===== config.mk =====
export PLATFORM = sky130hd
export DESIGN_NAME = mp2_cfg_flat
export DESIGN_NICKNAME = d
export VERILOG_FILES = /design/src/rtl/mp2_pkg.sv /design/src/rtl/mp2_if.sv /design/src/rtl/mp2_cfg.sv /design/src/flat_wrapper.sv
export SDC_FILE = /design/constraint.sdc
export NUM_CORES = 1
export LEC_CHECK = 0
export BUFFER_PORTS_ARGS = -buffer_cell sky130_fd_sc_hd__buf_2
export CAP_MARGIN = 20
export CORE_MARGIN = 2
export CORE_UTILIZATION = 35
export DETAILED_ROUTE_END_ITERATION = 12
export SLEW_MARGIN = 20
export SYNTH_ARGS = -nofsm -noshare
export SYNTH_HDL_FRONTEND = slang
export SYNTH_SLANG_ARGS = --single-unit

===== constraint.sdc =====
create_clock -name clk -period 2.31 [get_ports clk]
set_clock_uncertainty 0.2 [all_clocks]
set_input_delay 0 -clock clk [delete_from_list [all_inputs] [get_ports clk]]
set_output_delay 0 -clock clk [all_outputs]
set_load 0.03 [all_outputs]

===== src/rtl/mp2_pkg.sv =====
`timescale 1ns / 1ps
// ----------------------------------------------------------------------------
// mp2_pkg
// Shared types and constants of the 2x2 max pooling block with argmax.
// ----------------------------------------------------------------------------
package mp2_pkg;

  localparam int DEF_MAX_WIDTH   = 1024;
  localparam int DEF_MAX_OUTPUTS = 65536;
  localparam int MAX_HEIGHT      = 1024;

  localparam int SW  = 16;  // sample width, Q8.8
  localparam int CDW = 11;  // config data width
  localparam int HW  = 11;  // height register width
  localparam int RW  = 10;  // row counter width
  localparam int PSW = 2;   // window position width {row, col}

  typedef logic signed [SW-1:0] sample_t;
  typedef logic [PSW-1:0]       wpos_t;

  localparam sample_t FLOOR_Q88 = 16'sd25600 * -16'sd1;

  localparam logic CMD_FWD = 1'b0;
  localparam logic CMD_BWD = 1'b1;

  localparam logic REG_IN_WIDTH  = 1'b0;
  localparam logic REG_IN_HEIGHT = 1'b1;

endpackage


===== src/rtl/mp2_if.sv =====


interface mp2_cfg_if;
  import mp2_pkg::*;
  logic           valid;
  logic           ready;
  logic           index;
  logic [CDW-1:0] data;

  modport source (output valid, index, data, input ready);
  modport sink   (input valid, index, data, output ready);
endinterface


===== src/rtl/mp2_cfg.sv =====
`timescale 1ns / 1ps
// ----------------------------------------------------------------------------
// mp2_cfg
// Geometry registers, clamped to the supported range when written.
// ----------------------------------------------------------------------------
module mp2_cfg import mp2_pkg::*; #(
  parameter int MAX_WIDTH = DEF_MAX_WIDTH,
  parameter int WW        = $clog2(MAX_WIDTH + 1)
) (
  input  logic          clk,
  input  logic          rst_n,
  mp2_cfg_if.sink       cfg_ch,
  output logic [WW-1:0] width,
  output logic [HW-1:0] height
);

  logic [WW-1:0] width_r, width_nxt;
  logic [HW-1:0] height_r, height_nxt;

  assign cfg_ch.ready = 1'b1;

  always_comb begin
    width_nxt  = width_r;
    height_nxt = height_r;
    if (cfg_ch.valid) begin
      unique case (cfg_ch.index)
        REG_IN_WIDTH: begin
          if (cfg_ch.data < CDW'(2)) begin
            width_nxt = WW'(2);
          end else if (32'(cfg_ch.data) > MAX_WIDTH) begin
            width_nxt = WW'(MAX_WIDTH);
          end else begin
            width_nxt = WW'(cfg_ch.data);
          end
        end
        REG_IN_HEIGHT: begin
          if (cfg_ch.data < CDW'(2)) begin
            height_nxt = HW'(2);
          end else if (32'(cfg_ch.data) > MAX_HEIGHT) begin
            height_nxt = HW'(MAX_HEIGHT);
          end else begin
            height_nxt = HW'(cfg_ch.data);
          end
        end
        default: begin
          width_nxt  = width_r;
          height_nxt = height_r;
        end
      endcase
    end
  end

  always_ff @(posedge clk) begin
    if (!rst_n) begin
      width_r  <= WW'(2);
      height_r <= HW'(2);
    end else begin
      width_r  <= width_nxt;
      height_r <= height_nxt;
    end
  end

  assign width  = width_r;
  assign height = height_r;

endmodule


===== src/flat_wrapper.sv =====
// flat-port wrapper written by rule: the top's interface ports become plain ports
module mp2_cfg_flat import mp2_pkg::*;
#(
  parameter int MAX_WIDTH = DEF_MAX_WIDTH,
  parameter int WW        = $clog2(MAX_WIDTH + 1)
)
  (clk, rst_n, width, height, cfg_ch_valid, cfg_ch_index, cfg_ch_data, cfg_ch_ready);
  mp2_cfg_if cfg_ch_i ();
  input  logic clk;
  input  logic rst_n;
  output logic [WW-1:0] width;
  output logic [HW-1:0] height;
  input wire logic [$bits(cfg_ch_i.valid)-1:0] cfg_ch_valid;
  input wire logic [$bits(cfg_ch_i.index)-1:0] cfg_ch_index;
  input wire logic [$bits(cfg_ch_i.data)-1:0] cfg_ch_data;
  output wire logic [$bits(cfg_ch_i.ready)-1:0] cfg_ch_ready;
  assign cfg_ch_i.valid = cfg_ch_valid;
  assign cfg_ch_i.index = cfg_ch_index;
  assign cfg_ch_i.data = cfg_ch_data;
  assign cfg_ch_ready = cfg_ch_i.ready;
  mp2_cfg #(.MAX_WIDTH(MAX_WIDTH), .WW(WW)) u_core (.clk(clk), .rst_n(rst_n), .cfg_ch(cfg_ch_i), .width(width), .height(height));
endmodule

==> qor.yml, run 1 <==
yosys:
  ys_async_sr_fraction_pct: 0
  synth_edf_count: 0
  synthXorXnorAreaFrac_pct: 0
  synth_area_um2: 950
  synth-compound-area-share_pct: 19.2
  syn_inst: 112
  synth-simple-area-share_pct: 26.7
  yosysMostFrequentCell: "nand2_1"
  synth_fa_ha_area_share_pct: 0
  ys_ff_latch: 22
  synth.avg_cell_area_um2: 8.48
  yosysTopAreaCell: "dfxtp_1"
  ys_warn_count: 0
  synthMuxAreaShare_pct: 3.16
  synth_top_family_by_area: "simple AND/OR/NAND/NOR gates"
  synth_top_area_share_pct: 46.4
  synthTopCellsByArea: "dfxtp_1 (46%), nand2_1 (15%), a21boi_1 (14%)"
  ys_seq_area_share_pct: 46.4
  yosys_most_used_dff: "dfxtp_1"
  synth_common_cells: "nand2_1 (39), dfxtp_1 (22), a21boi_1 (18), nor2b_1 (10)"
  syn_nets: 127
  synth.distinct_cells: 18
final_layout:
  drive_above_1_share_pct: 25.6
  area_growth_pct: 39.1
  fin_area_mm2: 0.00132
  n_antenna_cell: 0
  final_nets: 177
  finalNonFillerCells: 190
  fin_util_pct: 52.4
pwr:
  p_leak_nw: 0.567
  power_uw: 711
  ir_drop_v: 0.000373
  power.density_mw_per_mm2: 538
setup_path:
  path_class: "input port to flop"
  crit_path_end_kind: "flop"
  cp-start-kind: "input port"
  worstReg2RegStart: "u_core.height[0]$_SDFFE_PN0P_"
  r2r_cells: 4
  arrival_ps: 2180
  worstPathRequired_ps: 2310
  path_max_fanout: 10
  reg2reg_setup_slack_ps: 770
  startpoint: "cfg_ch_index"
  regToRegEndpoint: "u_core.height[0]$_SDFFE_PN0P_"
grt:
  grt_pass1_vias: 799
  antenna_found_initial: 0
  grt_pass1_wl_mm: 3.84
  grt_start_max_net_pins: 24
  grt_overflow: 0
  grt_util_all_layers_pct: 15.7
worst_hold_path:
  holdPathStages: 4
  min-delay-start: "cfg_ch_valid"
  worst_hold_path.endpoint: "u_core.width[9]$_SDFFE_PN0P_"
  hp-class: "input port to flop"
clock_network:
  cts_num_sinks: 22
  cts_hold_buf: 17
  cts_buffer_depth: 2
  htreeDepth: 1
  post_cts_buffers: 0
  clk_pin_slew_ps: 120
  cts_tree: "yes"
  clk_latency_ps: 290
  root_buffer: "clkbuf_4"
  ctsResizeCount: 0
  cts_buffers: 3
placement:
  dp_slack_ps: 925
  numPortBuffers: 36
  dp.cells: 170
  place_congestion: 0.742
  placed_area_mm2: 0.00113
  dp_hpwl_mm: 1.64
route:
  drc: 0
  wl_per_cell_um: 13.0
  ant_nets: 0
  drt_first_iter_violations: 9
  vias_per_cell: 4.88
  first_pass_iters: 4
  vias: 928
  wirelength_mm: 2.47
floorplanning:
  die_y_um: 56.1
  core_mm2: 0.00252
  die-area_mm2: 0.00315
  rows: 18
  ios: 38
  die_x_um: 56.1
  start_util_pct: 37.6
sta:
  slew_viol_final: 0
  worst_slack_ps: 134
  hold_slack_ps: 48.1
  fin_tns_setup_ps: 0
  slew_headroom_pct: 55.6
  fin_crit_sh_pct: 94.2
  finalSetupViolCount: 0
  fin_crit_ps: 2180
  grt_setup_unrepaired: "false"
  hold_viol: 0
  fmaxAchievable_ghz: 0.460
  worstMarginPinSlew_ps: 665
run:
  max_cap_violations: 0
outcome:
  status: "finished, final reports clean"
[area by class of cell]
class | instances | area (um^2)
multi-input cells | 82 | 470
well taps | 30 | 37.5
repair buffers | 53 | 350
flip-flops and latches | 22 | 440
clock buffers | 3 | 22.5
fillers | 250 | 1200
[sequential cells by signal, indices dropped and copies added (netlist names)]
name           cells
u_core.width      11
u_core.height     11
[power by group]
part           total (mW)  leakage (nW)  internal [mW]  switching, mW
Sequential          0.400         0.179          0.393        0.00662
Combinational       0.143         0.374         0.0602         0.0827
Clock               0.168        0.0138         0.0608          0.107
Total               0.711         0.567          0.514          0.196
[worst max-delay path, cell delays in order]
cell	delay (ps)
dlygate4sd3_1	560
buf_2	150
nor2b_1	530
mux2i_1	260
o311ai_1	110
dlygate4sd3_1	570
[placed cells by master, fill, tap and decap left out]
cell type       n
a21boi_1       18
o31a_1          2
nand2_1        39
mux2i_1         3
nor4_2          2
o311ai_1        2
a21oi_1         1
and2_1          1
dlygate4sd3_1  17
nand3b_1        1
conb_1          1
dfxtp_1        22
a22oi_1         1
buf_2          36
clkbuf_4        3
nor2b_1        10
nand2b_1        1
[logic make-up (layout without fill, tap and decap cells)]
family	after synthesis	count (layout)
buf+inv	8	56
flops	22	22
simple gates	54	54
mux	3	3
compound gates	24	24
other cells	1	1
[metal layers]
metal / global-route usage [%] / share of wire (%) / vias up
met4: 7.48 / 2.0 / 0
met5: 0 / 0 / -
met2: 23.7 / 45 / 33
met3: 3.95 / 6.7 / 6
met1: 20.7 / 46 / 424
li1: - / - / 465
[how the worst max path moves through the flow]
stage                               endpoint  slack, ps  cells past startpoint
3_5_place_dp    u_core.width[1]$_SDFFE_PN1P_        920                      4
5_1_grt         u_core.width[1]$_SDFFE_PN1P_         70                      6
6_report        u_core.width[1]$_SDFFE_PN1P_        130                      6
2_1_floorplan  u_core.height[0]$_SDFFE_PN0P_       1220                      3
4_1_cts         u_core.width[1]$_SDFFE_PN1P_        170                      6
3_3_place_gp    u_core.width[1]$_SDFFE_PN1P_        980                      4
No activity file was read; power rests on OpenSTA's default activity.
==> run 2: changes to the inputs <==
- ABC_AREA: not set -> 1
==> run 2 against run 1 <==
Design area is 3.8% lower. Worst hold slack improved by 240 ps. Non-clock buffer count is 3 higher. Clock-buffer cell count did not move. Combinational power increased by 22%. Register-to-register slack better by 90 ps. Core utilization increased by 4.5 points. Critical path type unchanged. First-iteration DRC count rose by 56%. Via count down 4.0%. Fmax rose by 9.3%. Synthesized cell count shrank 5.4%. Critical path depth up 2.
==> qor.yml, run 2 <==
sta:
  finalSetupViolCount: 0  # unchanged
  fin_crit_sh_pct: 86.2  # -8.0 points
  fin_crit_ps: 1990  # -184 ps
  fmaxAchievable_ghz: 0.502  # +9.3%
  hold_viol: 0  # unchanged
  worst_slack_ps: 319  # +184 ps
  slew_viol_final: 0  # unchanged
  worstMarginPinSlew_ps: 563  # -103 ps
  grt_setup_unrepaired: "false"
  slew_headroom_pct: 62.4  # +6.9 points
  fin_tns_setup_ps: 0  # unchanged
  hold_slack_ps: 287  # +239 ps
yosys:
  synth_top_area_share_pct: 52.5  # +6.2 points
  ys_seq_area_share_pct: 52.5  # +6.2 points
  synth_area_um2: 838  # -12%
  syn_nets: 121  # -4.7%
  synth.distinct_cells: 15  # -3
  synth_common_cells: "a21oi_1 (22), dfxtp_1 (22), o21ai_0 (20), nand2_1 (17), nor2_1 (7)"
  syn_inst: 106  # -5.4%
  ys_ff_latch: 22  # unchanged
  ys_warn_count: 0  # unchanged
  ys_async_sr_fraction_pct: 0  # unchanged
  synth.avg_cell_area_um2: 7.91  # -6.7%
  synthTopCellsByArea: "dfxtp_1 (53%), a21oi_1 (13%), o21ai_0 (12%)"
  yosysTopAreaCell: "dfxtp_1"
  yosys_most_used_dff: "dfxtp_1"
  synth_edf_count: 0  # unchanged
grt:
  grt_overflow: 0  # unchanged
  grt_pass1_wl_mm: 3.63  # -5.6%
  grt_pass1_vias: 860  # +7.6%
  grt_start_max_net_pins: 22  # -8.3%
  grt_util_all_layers_pct: 17.6  # +2.0 points
  antenna_found_initial: 0  # unchanged
final_layout:
  final_nets: 175  # -1.1%
  area_growth_pct: 51.6
  fillCellCount: 232  # -7.2%
  finalNonFillerCells: 187  # -1.6%
  fin_util_pct: 56.9  # +4.5 points
  regArea_um2: 440  # unchanged
  drive_above_1_share_pct: 26.4  # +0.79 points
  multi_input_area_um2: 340  # -28%
  layout_common_cells: "buf_2 (36), a21oi_1 (22), dfxtp_1 (22), o21ai_0 (20), dlygate4sd3_1 (18)"
  n_antenna_cell: 0  # unchanged
  layout_commonest_cell: "buf_2"
  fin_area_mm2: 0.00127  # -3.8%
clock_network:
  cts_num_sinks: 22  # unchanged
  clk_pin_slew_ps: 130  # about the same
  cts_buffer_depth: 2  # unchanged
  clk_latency_ps: 300  # about the same
  root_buffer: "clkbuf_4"
  cts_buffers: 3  # unchanged
  cts_tree: "yes"
  htreeDepth: 1  # unchanged
route:
  wirelength_mm: 2.29  # -7.4%
  vias_per_cell: 4.76  # -2.4%
  drc: 0  # unchanged
  ant_nets: 0  # unchanged
  first_pass_iters: 7  # +3
  drt_first_iter_violations: 14  # +5
  wl_per_cell_um: 12.2  # -5.9%
  vias: 891  # -4.0%
floorplanning:
  die_y_um: 52.9  # -5.6%
  ios: 38  # unchanged
  die_x_um: 52.9  # -5.6%
  rows: 17  # -1
  die-area_mm2: 0.00280  # -11%
  core_mm2: 0.00223  # -11%
  start_util_pct: 37.5  # -0.11 points
pwr:
  p_leak_nw: 0.629  # +11%
  power_uw: 886  # +25%
  ir_drop_v: 0.000564  # +51%
  power.density_mw_per_mm2: 697  # +30%
placement:
  place_congestion: 0.740  # -0.38%
  dp_slack_ps: 999  # +74.4 ps
  dp_hpwl_mm: 1.44  # -12%
  placed_area_mm2: 0.00103  # -9.1%
  numPortBuffers: 36  # unchanged
  dp.cells: 164  # -3.5%
run:
  max_cap_violations: 0  # unchanged
setup_path:
  crit_path_end_kind: "flop"
  path_class: "input port to flop"
  path_max_fanout: 9  # -1
  cp-start-kind: "input port"
  arrival_ps: 2050  # -130 ps
  worstPathRequired_ps: 2370  # +60 ps
outcome:
  status: "finished, final reports clean"
worst_hold_path:
  hp-class: "flop to flop"
run 2: cell types whose count changed in the layout (fill, tap and decap cells not counted), moves of 3 or more:
cell	change
o21ai_0	+20
inv_1	+6
nor2_1	+7
mux2i_1	-3
a21boi_1	-18
nand2_1	-22
nor2b_1	-10
a21oi_1	+21
run 2: power breakdown:
part | switching (mW) | internal [mW] | total (mW)
Clock | 0.122 | 0.175 | 0.297
Combinational | 0.108 | 0.0657 | 0.174
Sequential | 0.0107 | 0.404 | 0.415
run 2: worst max-delay path, stage by stage:
cell	delay [ps]
dlygate4sd3_1	530
buf_2	130
nor2_1	110
nand3_1	160
o21bai_4	250
nand2_1	100
a21oi_1	170
dlygate4sd3_1	600
run 2: cell type report:
type	instances	area share, %
inverters	6	1.77
repair buffers	56	29.9
flip-flops and latches	22	34.6
well taps	28	2.76
multi-input cells	71	26.8
clock buffers	3	1.77
clock inverters	1	2.36
run 2: final timing paths:
path / from / endpoint / slack [ps] / cells after the start
max: cfg_ch_data[4] / u_core.width[2]$_SDFFE_PN0P_ / 320 / 8
min: u_core.height[1]$_SDFFE_PN1P_ / u_core.height[1]$_SDFFE_PN1P_ / 290 / 2
max reg2reg: u_core.width[2]$_SDFFE_PN0P_ / u_core.width[2]$_SDFFE_PN0P_ / 860 / 3
min reg2reg: u_core.height[1]$_SDFFE_PN1P_ / u_core.height[1]$_SDFFE_PN1P_ / 290 / 2
run 2: what timing repair did:
action,in CTS,in global routing
setup endpoints to repair,0,1
endpoints found under the hold margin,22,0
setup buffers,0,0
hold buffers,19,0
gates resized for setup,0,1
run 2: kinds of logic (layout without fill, tap and decap cells):
logic type / Yosys count / count (layout) / synth area share [%]
compound gates: 43 / 43 / 27.3
simple gates: 27 / 27 / 12.8
flops: 22 / 22 / 52.5
buf+inv: 13 / 66 / 6.87
other cells: 1 / 1 / 0.447
run 2: routing by layer:
metal  wire [um]  track usage (%)  vias to the layer above
li1            -                -                      457
met1        1010             20.2                      408
met2        1160             32.5                       24
met3          93             2.82                        2
met4          15             6.41                        0
met5           0                0                        -
